[src/rtl/lfc_pkg.sv]
// Package for the LIN frame checker: shared types, codes and the protected
// identifier function. No dependencies; lfc_csr and the core import it.

package lfc_pkg;

   // Register index, taken from byte address bit 2.
   typedef enum logic {
      REG_CHECKSUM_MODEL = 1'b0,
      REG_FRAME_ID       = 1'b1
   } reg_index_type;

   // Result status codes.
   typedef enum logic [1:0] {
      STATUS_OK           = 2'd0,
      STATUS_ECHO_ERROR   = 2'd1,
      STATUS_CHECKSUM_ERR = 2'd2,
      STATUS_LENGTH_ERROR = 2'd3
   } status_type;

   // Checksum models.
   localparam logic MODEL_CLASSIC  = 1'b0;
   localparam logic MODEL_ENHANCED = 1'b1;

   // Diagnostic protected identifiers that always use the classic checksum.
   localparam logic [7:0] PID_MASTER_REQUEST = 8'h3C;
   localparam logic [7:0] PID_SLAVE_RESPONSE = 8'h7D;

   // Frame positions: break, sync and PID come first, data starts at 3.
   localparam logic [3:0] FIRST_DATA_POS = 4'd3;
   localparam logic [3:0] LAST_POS       = 4'd15;

   localparam int APB_DATA_WIDTH = 32;
   localparam int APB_ADDR_WIDTH = 3;

   // Configuration as seen by the checking logic.
   typedef struct packed {
      logic       checksum_model;
      logic [7:0] frame_id;
   } cfg_type;

   // Identifier bits 5..0 with P0 at bit 6 and inverted P1 at bit 7.
   function automatic logic [7:0] make_pid(input logic [7:0] frame_id);
      logic [5:0] id;
      logic       p0;
      logic       p1;
      id = frame_id[5:0];
      p0 = id[0] ^ id[1] ^ id[2] ^ id[4];
      p1 = ~(id[1] ^ id[3] ^ id[4] ^ id[5]);
      return {p1, p0, id};
   endfunction

endpackage

[src/rtl/lfc_if.sv]
// Handshake interfaces for the LIN frame checker's byte and result channels.
// Depends on nothing but the port widths of the frame checker.

interface lfc_req_if;
   logic       valid;
   logic       ready;
   logic [7:0] rx_byte;
   logic [7:0] tx_byte;
   logic       echo_check;
   logic       last_byte;

   modport source (output valid, rx_byte, tx_byte, echo_check, last_byte, input ready);
   modport sink   (input valid, rx_byte, tx_byte, echo_check, last_byte, output ready);
endinterface

interface lfc_rsp_if;
   logic       valid;
   logic       ready;
   logic [1:0] status;
   logic [7:0] protected_id;
   logic [7:0] expected_checksum;

   modport source (output valid, status, protected_id, expected_checksum, input ready);
   modport sink   (input valid, status, protected_id, expected_checksum, output ready);
endinterface

[src/rtl/lfc_csr.sv]
// Configuration registers of the LIN frame checker behind an APB-style port.
// Depends on lfc_pkg for the register indexes and the configuration struct.

module lfc_csr
   import lfc_pkg::*;
(
   input  logic                      clock,
   input  logic                      reset,
   input  logic                      psel,
   input  logic                      penable,
   input  logic                      pwrite,
   input  logic [APB_ADDR_WIDTH-1:0] paddr,
   input  logic [APB_DATA_WIDTH-1:0] pwdata,
   output logic [APB_DATA_WIDTH-1:0] prdata,
   output logic                      pready,
   output cfg_type                   cfg
);

   logic          model_ff;
   logic          model_in;
   logic [7:0]    frame_id_ff;
   logic [7:0]    frame_id_in;
   logic          wr_en;
   reg_index_type reg_sel;

   assign pready  = 1'b1;
   assign wr_en   = psel & penable & pwrite;
   assign reg_sel = reg_index_type'(paddr[2]);

   always_comb begin
      model_in    = model_ff;
      frame_id_in = frame_id_ff;
      if (wr_en) begin
         unique case (reg_sel)
            REG_CHECKSUM_MODEL: model_in    = pwdata[0];
            REG_FRAME_ID:       frame_id_in = pwdata[7:0];
            default:            model_in    = model_ff;
         endcase
      end
   end

   always_ff @(posedge clock) begin
      if (reset) begin
         model_ff    <= MODEL_ENHANCED;
         frame_id_ff <= 8'h00;
      end else begin
         model_ff    <= model_in;
         frame_id_ff <= frame_id_in;
      end
   end

   always_comb begin
      unique case (reg_sel)
         REG_CHECKSUM_MODEL: prdata = {{(APB_DATA_WIDTH-1){1'b0}}, model_ff};
         REG_FRAME_ID:       prdata = {{(APB_DATA_WIDTH-8){1'b0}}, frame_id_ff};
         default:            prdata = '0;
      endcase
   end

   assign cfg.checksum_model = model_ff;
   assign cfg.frame_id       = frame_id_ff;

endmodule

[src/rtl/lin_frame_checker_core.sv]
// LIN frame checker top level: frame state, checksum and result register.
// Depends on lfc_pkg, the interfaces in lfc_if and the lfc_csr register file.
//
// Usage: the receive path hands the checker one word per frame byte on
// req_chan: the byte read back from the bus, the byte the master sent, a flag
// that asks for an echo comparison, and a flag that marks the checksum byte,
// which ends the frame. Bytes are break, sync, protected identifier, data and
// checksum, in that order. Only the checksum byte produces a result word on
// rsp_chan, carrying the frame status, the protected identifier formed from
// the configured frame_id, and the checksum the frame should have carried.
// Each accepted byte is folded into the frame state in the cycle it is
// accepted, so a result word appears in the cycle after its checksum byte is
// accepted. The block takes one byte per cycle; the only thing that limits
// it is the single result register, which holds a word until rsp_chan takes
// it. While that word is stalled, req_chan.ready is low; once it is taken,
// the next byte can be accepted in the same cycle. The checksum mode and the
// frame identifier are to be written over the APB port between frames; the
// block itself does not enforce this. The enhanced seed is sampled at the
// break byte of each frame, while the reported identifier uses the registers
// at the checksum byte. Reset empties the result register, clears the frame
// state and loads enhanced mode with frame_id zero.

module lin_frame_checker_core
   import lfc_pkg::*;
#(
   parameter int MAX_FRAME_BYTES = 12
)
(
   input  logic                      clock,
   input  logic                      reset,
   lfc_req_if.sink                   req_chan,
   lfc_rsp_if.source                 rsp_chan,
   input  logic                      psel,
   input  logic                      penable,
   input  logic                      pwrite,
   input  logic [APB_ADDR_WIDTH-1:0] paddr,
   input  logic [APB_DATA_WIDTH-1:0] pwdata,
   output logic [APB_DATA_WIDTH-1:0] prdata,
   output logic                      pready
);

   // Frame length limit in a width that also holds the position plus two.
   localparam logic [4:0] MaxBytes = 5'(MAX_FRAME_BYTES);

   cfg_type    cfg;

   // Frame state.
   logic [3:0] pos_ff;
   logic [3:0] pos_in;
   logic [7:0] sum_ff;
   logic [7:0] sum_in;
   logic       echo_failed_ff;
   logic       echo_failed_in;
   logic       overrun_ff;
   logic       overrun_in;

   // Result register.
   logic       rsp_valid_ff;
   logic       rsp_valid_in;
   status_type status_ff;
   status_type status_in;
   logic [7:0] pid_ff;
   logic [7:0] pid_in;
   logic [7:0] expect_ff;
   logic [7:0] expect_in;

   logic       accept;
   logic [7:0] pid_now;
   logic [7:0] seed;
   logic [7:0] sum_cur;
   logic [8:0] sum_wide;
   logic [7:0] sum_wrapped;
   logic       echo_now;
   logic [4:0] pos_wide;
   logic       length_bad;

   lfc_csr u_csr (
      .clock   (clock),
      .reset   (reset),
      .psel    (psel),
      .penable (penable),
      .pwrite  (pwrite),
      .paddr   (paddr),
      .pwdata  (pwdata),
      .prdata  (prdata),
      .pready  (pready),
      .cfg     (cfg)
   );

   // The result register is the only buffer: a new byte can come in whenever
   // it is empty or being emptied in this cycle.
   assign req_chan.ready = ~rsp_valid_ff | rsp_chan.ready;
   assign accept         = req_chan.valid & req_chan.ready;

   // Enhanced checksums start from the protected identifier, except for the
   // two diagnostic frames, which are always classic.
   assign pid_now = make_pid(cfg.frame_id);
   always_comb begin
      if (cfg.checksum_model == MODEL_CLASSIC || pid_now == PID_MASTER_REQUEST ||
          pid_now == PID_SLAVE_RESPONSE) begin
         seed = 8'h00;
      end else begin
         seed = pid_now;
      end
   end

   assign sum_cur = (pos_ff == '0) ? seed : sum_ff;

   // Add with end-around carry: a carry out of bit 7 comes back in at bit 0.
   assign sum_wide    = {1'b0, sum_cur} + {1'b0, req_chan.rx_byte};
   assign sum_wrapped = sum_wide[8] ? (sum_wide[7:0] + 8'd1) : sum_wide[7:0];

   assign echo_now = echo_failed_ff |
                     (req_chan.echo_check & (req_chan.rx_byte != req_chan.tx_byte));
   assign pos_wide = {1'b0, pos_ff};

   // A frame is too short if its checksum byte lands before the first data
   // position, and too long if it counts more than the configured bytes.
   assign length_bad = overrun_ff | (pos_ff < FIRST_DATA_POS) |
                       ((pos_wide + 5'd1) > MaxBytes);

   always_comb begin
      pos_in         = pos_ff;
      sum_in         = sum_ff;
      echo_failed_in = echo_failed_ff;
      overrun_in     = overrun_ff;
      if (accept) begin
         if (req_chan.last_byte) begin
            pos_in         = '0;
            sum_in         = '0;
            echo_failed_in = 1'b0;
            overrun_in     = 1'b0;
         end else begin
            sum_in         = (pos_ff >= FIRST_DATA_POS) ? sum_wrapped : sum_cur;
            echo_failed_in = echo_now;
            overrun_in     = overrun_ff | ((pos_wide + 5'd2) > MaxBytes);
            pos_in         = (pos_ff == LAST_POS) ? LAST_POS : (pos_ff + 4'd1);
         end
      end
   end

   always_comb begin
      rsp_valid_in = rsp_valid_ff & ~rsp_chan.ready;
      status_in    = status_ff;
      pid_in       = pid_ff;
      expect_in    = expect_ff;
      if (accept && req_chan.last_byte) begin
         rsp_valid_in = 1'b1;
         pid_in       = pid_now;
         expect_in    = ~sum_cur;
         // Length trumps echo, and echo trumps the checksum comparison.
         priority if (length_bad) begin
            status_in = STATUS_LENGTH_ERROR;
         end else if (echo_now) begin
            status_in = STATUS_ECHO_ERROR;
         end else if (req_chan.rx_byte != ~sum_cur) begin
            status_in = STATUS_CHECKSUM_ERR;
         end else begin
            status_in = STATUS_OK;
         end
      end
   end

   always_ff @(posedge clock) begin
      if (reset) begin
         pos_ff         <= '0;
         sum_ff         <= '0;
         echo_failed_ff <= 1'b0;
         overrun_ff     <= 1'b0;
         rsp_valid_ff   <= 1'b0;
      end else begin
         pos_ff         <= pos_in;
         sum_ff         <= sum_in;
         echo_failed_ff <= echo_failed_in;
         overrun_ff     <= overrun_in;
         rsp_valid_ff   <= rsp_valid_in;
      end
   end

   always_ff @(posedge clock) begin
      status_ff <= status_in;
      pid_ff    <= pid_in;
      expect_ff <= expect_in;
   end

   assign rsp_chan.valid             = rsp_valid_ff;
   assign rsp_chan.status            = status_ff;
   assign rsp_chan.protected_id      = pid_ff;
   assign rsp_chan.expected_checksum = expect_ff;

endmodule

[src/flat_wrapper.sv]
// flat-port wrapper written by rule: the top's interface ports become plain ports
module lin_frame_checker_core_flat import lfc_pkg::*;
#(
   parameter int MAX_FRAME_BYTES = 12
)
  (clock, reset, psel, penable, pwrite, paddr, pwdata, prdata, pready, req_chan_valid, req_chan_rx_byte, req_chan_tx_byte, req_chan_echo_check, req_chan_last_byte, req_chan_ready, rsp_chan_valid, rsp_chan_status, rsp_chan_protected_id, rsp_chan_expected_checksum, rsp_chan_ready);
  lfc_req_if req_chan_i ();
  lfc_rsp_if rsp_chan_i ();
  input  logic clock;
  input  logic reset;
  input  logic psel;
  input  logic penable;
  input  logic pwrite;
  input  logic [APB_ADDR_WIDTH-1:0] paddr;
  input  logic [APB_DATA_WIDTH-1:0] pwdata;
  output logic [APB_DATA_WIDTH-1:0] prdata;
  output logic pready;
  input wire logic [$bits(req_chan_i.valid)-1:0] req_chan_valid;
  input wire logic [$bits(req_chan_i.rx_byte)-1:0] req_chan_rx_byte;
  input wire logic [$bits(req_chan_i.tx_byte)-1:0] req_chan_tx_byte;
  input wire logic [$bits(req_chan_i.echo_check)-1:0] req_chan_echo_check;
  input wire logic [$bits(req_chan_i.last_byte)-1:0] req_chan_last_byte;
  output wire logic [$bits(req_chan_i.ready)-1:0] req_chan_ready;
  output wire logic [$bits(rsp_chan_i.valid)-1:0] rsp_chan_valid;
  output wire logic [$bits(rsp_chan_i.status)-1:0] rsp_chan_status;
  output wire logic [$bits(rsp_chan_i.protected_id)-1:0] rsp_chan_protected_id;
  output wire logic [$bits(rsp_chan_i.expected_checksum)-1:0] rsp_chan_expected_checksum;
  input wire logic [$bits(rsp_chan_i.ready)-1:0] rsp_chan_ready;
  assign req_chan_i.valid = req_chan_valid;
  assign req_chan_i.rx_byte = req_chan_rx_byte;
  assign req_chan_i.tx_byte = req_chan_tx_byte;
  assign req_chan_i.echo_check = req_chan_echo_check;
  assign req_chan_i.last_byte = req_chan_last_byte;
  assign req_chan_ready = req_chan_i.ready;
  assign rsp_chan_valid = rsp_chan_i.valid;
  assign rsp_chan_status = rsp_chan_i.status;
  assign rsp_chan_protected_id = rsp_chan_i.protected_id;
  assign rsp_chan_expected_checksum = rsp_chan_i.expected_checksum;
  assign rsp_chan_i.ready = rsp_chan_ready;
  lin_frame_checker_core #(.MAX_FRAME_BYTES(MAX_FRAME_BYTES)) u_core (.clock(clock), .reset(reset), .req_chan(req_chan_i), .rsp_chan(rsp_chan_i), .psel(psel), .penable(penable), .pwrite(pwrite), .paddr(paddr), .pwdata(pwdata), .prdata(prdata), .pready(pready));
endmodule
[config.mk]
export PLATFORM = sky130hd
export DESIGN_NAME = lin_frame_checker_core_flat
export DESIGN_NICKNAME = d
export VERILOG_FILES = /design/src/rtl/lfc_pkg.sv /design/src/rtl/lfc_if.sv /design/src/rtl/lfc_csr.sv /design/src/rtl/lin_frame_checker_core.sv /design/src/flat_wrapper.sv
export SDC_FILE = /design/constraint.sdc
export NUM_CORES = 1
export LEC_CHECK = 0
export BUFFER_PORTS_ARGS = -buffer_cell sky130_fd_sc_hd__buf_2
export CAP_MARGIN = 20
export CORE_MARGIN = 2
export CORE_UTILIZATION = 53
export CTS_CLUSTER_SIZE = 20
export DETAILED_ROUTE_END_ITERATION = 10
export GPL_ROUTABILITY_DRIVEN = 0
export GPL_TIMING_DRIVEN = 0
export PLACE_DENSITY = 0.95
export SYNTH_ARGS = -nofsm -noshare
export SYNTH_HDL_FRONTEND = slang
export SYNTH_HIERARCHICAL = 1
export SYNTH_SLANG_ARGS = --single-unit
[constraint.sdc]
create_clock -name clock -period 8.9 [get_ports clock]
set_input_delay 0.89 -clock clock [delete_from_list [all_inputs] [get_ports clock]]
set_output_delay 0.89 -clock clock [all_outputs]
set_load 0.005 [all_outputs]
==> run metrics, run 1 <==
status=finished, final reports clean; Unique masters post-synth=53; TritonCTS Buffers=5; Finished Cell Area=approximately 0.0035 mm^2; largest net degree at the start of global routing=20; post-synthesis mux area share=3.80%; Antenna diodes=0; post-synthesis xor/xnor area fraction=6.87%; Final nets=around 490; DP Wirelength=5130 um; setup TNS=0 ns; Worst VDD drop=0.0687 mV; H-tree Lvls=2; worst-margin pin slew=roughly 0.82 ns; Fin Clk Skew=0.0111 ns; ranking of synthesized cells by area=edfxtp_1, dfxtp_1, ha_1, buf_4, xnor2_1; first-pass GRT wire length=10200 um; critical path launch point=u_core/pos_ff[0]; Initial Util=a little over half; uppermost layer routed=met4; Met2 Routed Length=around 3100 um; sequential area share after synthesis=between 30% and 40%; leading area contributor after synthesis=edfxtp_1; max-slew violation count=0; worst min path class=register to register; grt ovf=0; share of layout cells above drive strength 1=a little over a quarter; vias post-DR=~2600; power per cell area=117 mW/mm^2; Clock Tree Root=clkbuf_8; TritonRoute pass-1 iters=4; RR Startpoint=u_core/pos_ff[0]; largest family of logic cells by synthesized area=simple AND/OR/NAND/NOR gates; CP Launch Type=register; Fmax=around 0.25 GHz; Syn. warnings=6; Routed WL=around 6300 um; CTS Buffer Depth=2; Layout Cells excl Fill=480; critical path data arrival time=4.30 ns; ys async rst share=0%; share of the synthesized area in the top cell type=roughly 18%; leak pwr=1.50 nW; # setup viols final=0; GRT Total Usage=~21%; Post-synth EDFFs=18; vias per inst=5.39; clk sink count=42; Post-Syn Area=0.00293 mm^2; Req. time, crit path=~9.1 ns; Die W=between 70 and 80 um; max_slew headroom=45.1%; Placed Cells=472; WL met3=slightly above 600 um; FILL cells=between 400 and 500; die area=around 0.0061 mm^2; port bufs=60; crit path time final=4.08 ns; register bit total from synthesis=42; final hold viol count=0; synthesis-to-layout area growth=19.2%; Post-Synth Simple-Gate Area=between 15 and 20%; vias in the first global route=between 2000 and 2500; routed metal-1 wirelength=2520 um; CTS tree=built; maxcap violations=0; detailed-route DRC error count=0; post-route ant nets=0; I/O Pins=approximately 110; crit end category=register; Cell Rows=27; WL/cell=roughly 13 um; clock-pin slew on the worst setup and hold paths=~0.08 ns; Clock Latency Late Sink=approximately 0.3 ns; die height=just under 80 um; unrepaired setup endpoints after global routing=false; Setup CP Type=register to register; 1st-iter DRT viols=around 270; Cells after Synth=317; cts hold-fix bufs=0; Synth Area in Adders=approximately 8.7%; hold path start=u_core/u_csr/frame_id_ff[7]; antenna violations before repair=0; Final Cycle Share=between 40% and 50%; Synth Area in Compound Gates=between 10% and 20%; most used flip-flop cell after synthesis=dfxtp_1; R2R Setup Slk=~4.8 ns; Post-CTS Resized=0; Placement Cell Area=roughly 0.0034 mm^2; CP max FO=8; post-CTS setup buffers=0; synthesized area per cell=9.24 um^2; Core Region=~0.0054 mm^2
-- per-layer routing --
layer / vias to the layer above / GRT usage [%]
met2: 135 / 35.8
met4: 0 / 5.61
met5: - / 0
li1: 1262 / -
met3: 10 / 6.09
met1: 1182 / 25.3
-- worst max-delay path, cell delays in order, from the launching register on --
cell and delay, ns:
dfxtp_1 0.39, inv_1 0.13, ha_1 0.18, nor3b_1 0.35, o311a_1 0.38, a22o_1 0.31
ha_1 0.22, inv_1 0.05, fa_1 0.40, and2b_1 0.26, o311ai_2 0.14, a211oi_4 0.37
o2111ai_2 0.25, or3_1 0.41, a31oi_1 0.16
-- power breakdown --
part	switching (mW)	internal, mW	total (mW)
combinational	0.0461	0.0375	0.0836
clock	0.0622	0.0536	0.116
sequential	0.00350	0.206	0.209
-- synth_stat cells (all sizes together), types with 3 or more instances --
cell type,instances
mux2i,10
a22o,6
nor3,12
nand2b,20
nor3b,3
a211oi,6
o311a,3
ha,18
clkbuf,8
a22oi,4
nor4,3
a221o,3
dfxtp,24
nor2,13
o21ai,14
a21oi,17
nand4,5
nand2,19
inv,21
edfxtp,18
xor2,7
a31oi,4
xnor2,16
buf,27
and2,8
-- area by class of cell --
| class | instances | area (um^2) | area share [%] |
|---|---|---|---|
| clock inverters | 3 | 16.3 | 0.466 |
| well taps | 72 | 90.1 | 2.58 |
| multi-input cells | 242 | 1680 | 48.1 |
| clock buffers | 5 | 68.8 | 1.97 |
| flip-flops and latches | 42 | 1020 | 29.2 |
| plain buffers | 35 | 236 | 6.77 |
| inverters | 21 | 78.8 | 2.26 |
| repair buffers | 60 | 300 | 8.60 |
-- cells by family after synthesis --
family / after synthesis
AND/OR/NAND/NOR: 93
multiplexers: 11
XOR/XNOR: 23
adder cells (fa/ha/maj): 20
flip-flops: 42
buffers and inverters: 56
other: 2
AO/OA/AOI/OAI: 70
-- cell usage in the layout, fill, tap and decap left out, drive strengths merged, types with 2 or more instances in the layout --
cell     n
conb    25
nand2   19
nor3    12
dfxtp   24
xor2     7
a31oi    4
xnor2   16
or3      2
nand4    5
and3     2
o21bai   2
a22oi    4
a22o     6
o31ai    2
nor4     3
a21oi   17
edfxtp  18
ha      18
a211oi   6
clkinv   2
mux2i   10
and2     8
buf     87
nand2b  20
a221o    3
o311a    3
nor3b    3
nor2    13
inv     21
a21o     2
o21ai   14
clkbuf  13
-- metrics by stage --
stage	util [%]	hold WS [ns]	setup slack [ns]	power, mW
after CTS	64.6	0.491	4.88	0.410
after global routing	64.6	0.518	4.58	0.427
after detailed placement	63.0	0.477	4.88	0.296
after global placement	63.0	0.460	4.99	0.292
after floorplan	-	0.442	5.44	0.271
final	64.6	0.489	4.82	0.409
-- sequential cells by signal, indices dropped and copies added (netlist names) --
signal / count
u_core/echo_failed_ff: 1
u_core/overrun_ff: 1
u_core/pos_ff: 4
u_core/rsp_chan.expected_checksum: 8
u_core/rsp_chan.protected_id: 8
u_core/rsp_chan.status: 2
u_core/rsp_chan.valid: 1
u_core/sum_ff: 8
u_core/u_csr/frame_id_ff: 8
u_core/u_csr/model_ff: 1
-- final timing paths --
| kind | cells past startpoint | to |
|---|---|---|
| worst max register to register | 14 | u_core/sum_ff[5] |
| worst min-delay path | 2 | u_core/u_csr/frame_id_ff[7] |
| worst max-delay path | 14 | u_core/sum_ff[5] |
| worst min register to register | 2 | u_core/u_csr/frame_id_ff[7] |
(Power assumes the default switching activity.)
==> inputs of run 2 (changes only) <==
--- a/config.mk
+++ b/config.mk
@@ -8,12 +8,12 @@
 export BUFFER_PORTS_ARGS = -buffer_cell sky130_fd_sc_hd__buf_2
 export CAP_MARGIN = 20
 export CORE_MARGIN = 2
-export CORE_UTILIZATION = 53
+export CORE_UTILIZATION = 45
 export CTS_CLUSTER_SIZE = 20
 export DETAILED_ROUTE_END_ITERATION = 10
 export GPL_ROUTABILITY_DRIVEN = 0
 export GPL_TIMING_DRIVEN = 0
-export PLACE_DENSITY = 0.95
+export PLACE_DENSITY = 0.86
 export SYNTH_ARGS = -nofsm -noshare
 export SYNTH_HDL_FRONTEND = slang
 export SYNTH_HIERARCHICAL = 1
==> constraint.sdc (replaced) <==
create_clock -name clock -period 3.35 [get_ports clock]
set_input_delay 0.335 -clock clock [delete_from_list [all_inputs] [get_ports clock]]
set_output_delay 0.335 -clock clock [all_outputs]
set_load 0.005 [all_outputs]
==> run 2 against run 1 <==
The run now ends with setup timing left. Core utilization shrank 3.4 points. Combinational power grew to 3.2 times the previous value. Global-route usage shrank 0.77 points. Final cell count grew 4.4%. Worst hold slack lost 0.21 ns. First-iteration DRC count grew 36%. Sequential share of layout area shrank 2.4 points. Critical endpoint unchanged. Largest cell class unchanged.
==> run metrics, run 2 (same netlist as run 1, synthesis figures left out) <==
Placed Cells=477; max_slew headroom=~47%; antenna violations before repair=0; power per cell area=between 300 and 400 mW/mm^2; die area=around 0.007 mm^2; port bufs=60; 1st-iter DRT viols=365; crit-path cells=inv_2, ha_4, mux2i_4, o311a_4, a22o_4, ha_4, inv_2, fa_2, and2b_2, o311ai_4, a211oi_4, o2111ai_4, or3_1, a31oi_1; Initial Util=46.4%; Req. time, crit path=roughly 3.6 ns; failing checks=setup timing; crit path time final=~3.4 ns; post-route ant nets=0; hold depth=3; R2R Path End=u_core/sum_ff[5]; GRT Total Usage=20.0%; Cell Rows=29; vias per inst=between 5 and 6; synthesis-to-layout area growth=31.8%; clock-pin slew on the worst setup and hold paths=~0.080 ns; R2R Setup Slk=-0.05 ns; first-pass GRT wire length=approximately 12000 um; RR Startpoint=u_core/u_csr/frame_id_ff[1]; Endpoint, Worst Hold=u_core/u_csr/frame_id_ff[6]; status=finished, violations left; max-slew violation count=0; Clock Latency Late Sink=0.30 ns; Clock Tree Root=clkbuf_8; vias in the first global route=between 2000 and 3000; Layout Cells excl Fill=between 500 and 600; maxcap violations=0; grt ovf=0; final hold viol count=0; largest net degree at the start of global routing=20; H-tree Lvls=2; share of layout cells above drive strength 1=37.7%; Finished Cell Area=between 0.003 and 0.004 mm^2; CP top delay family=compound AO/OA/AOI/OAI gates; WL/cell=about 15 um; die height=roughly 85 um; buffer and inverter count on the worst path=2; CP Launch Type=register; most frequent cells in the layout=buf_2, buf_4, conb_1; Die W=~85 um; most common cell after layout, fill and taps aside=buf_2; clk sink count=42; leak pwr=around 1.6 nW; Setup CP Type=register to register; Worst VDD drop=between 0.2 and 0.3 mV; worst min path class=input port to register; TritonCTS Buffers=5; Final Cycle Share=102%; Routed WL=approximately 7500 um; Core Region=around 0.0063 mm^2; Fin Clk Skew=between 0.01 and 0.015 ns; I/O Pins=about 110; hold path start=pwdata[6]; CTS tree=built; Setup Slack @ Placement=-0.443 ns; DP Wirelength=approximately 5300 um; Final nets=502; critical path data arrival time=~3.6 ns; vias post-DR=2734; # setup viols final=2; CTS Buffer Depth=2; detailed-route DRC error count=0; Final WS setup=-0.0510 ns; Worst R2R Path Depth=14; unrepaired setup endpoints after global routing=true; Fmax=0.294 GHz; crit end category=register; FILL cells=between 500 and 600; Antenna diodes=0; worst-margin pin slew=0.795 ns; setup TNS=-0.0891 ns; CP max stage delay=0.41 ns; Slowest cell on crit path=or3_1; TritonRoute pass-1 iters=7; Placement Cell Area=roughly 0.0035 mm^2; CP max FO=4
[run 2: cell types whose count changed in the layout (fill, tap and decap cells not counted), moves of 4 or more]
cell,change
buf_4,+17
dfxtp_1,-4
dfxtp_4,+4
ha_1,-6
ha_4,+4
inv_1,-4
inv_2,+4
[run 2: layout make-up]
type                            instances  area (um^2)  share of cell area [%]
Buffer                                 34          234                    6.06
Tap cell                               77         96.3                    2.49
Timing Repair Buffer                   77          428                    11.1
Inverter                               21         78.8                    2.04
Multi-Input combinational cell        242         1880                    48.7
Clock inverter                          3         40.0                    1.04
Clock buffer                            5         68.8                    1.78
Sequential cell                        42         1040                    26.8
[run 2: how the worst max path moves through the flow]
stage                                     start               end  slack, ns  depth (start not counted)
finish              u_core/u_csr/frame_id_ff[1]  u_core/sum_ff[5]      -0.05                         14
global route        u_core/u_csr/frame_id_ff[1]  u_core/sum_ff[7]      -0.16                         14
CTS                 u_core/u_csr/frame_id_ff[0]  u_core/sum_ff[7]       0.03                         13
detailed placement             u_core/pos_ff[0]  u_core/sum_ff[7]      -0.44                         14
global placement               u_core/pos_ff[0]  u_core/sum_ff[5]      -0.33                         14
floorplan           u_core/u_csr/frame_id_ff[0]  u_core/sum_ff[5]       0.03                         14
[run 2: power breakdown]
part	switching [mW]	internal (mW)
Combinational	0.147	0.123
Sequential	0.00788	0.544
Clock	0.176	0.219
Total	0.331	0.887
[run 2: worst register-to-register path: cells and delay by family, from the launching register on]
family | cells | cell delay [ns]
compound gates | 6 | 1.20
simple gates | 2 | 0.70
buf+inv | 2 | 0.08
fa+ha+maj | 3 | 0.76
flops | 1 | 0.36
mux | 1 | 0.25
[run 2: metal layers]
layer	track usage [%]	up-vias	routed length, um
li1	-	1292	-
met1	23.7	1271	2970
met2	35.7	150	3880
met3	2.85	21	495
met4	8.66	0	194
met5	0	-	0
[run 2: repair_timing]
item                       4_1_cts  5_1_grt
pin swaps                        7       10
gates resized for setup         18       23
hold buffers                     0        0
setup endpoints to repair        8        7
buffers inserted                 6       11
[run 2: stage by stage]
| step | hold slack (ns) | utilization [%] | total power, mW |
|---|---|---|---|
| 6_report | 0.282 | 61.2 | 1.22 |
| 5_1_grt | 0.290 | 61.2 | 1.26 |
| 4_1_cts | 0.284 | 58.6 | 1.19 |
| 3_5_place_dp | 0.462 | 54.7 | 0.791 |
| 3_3_place_gp | 0.450 | 54.7 | 0.781 |
| 2_1_floorplan | 0.442 | - | 0.723 |
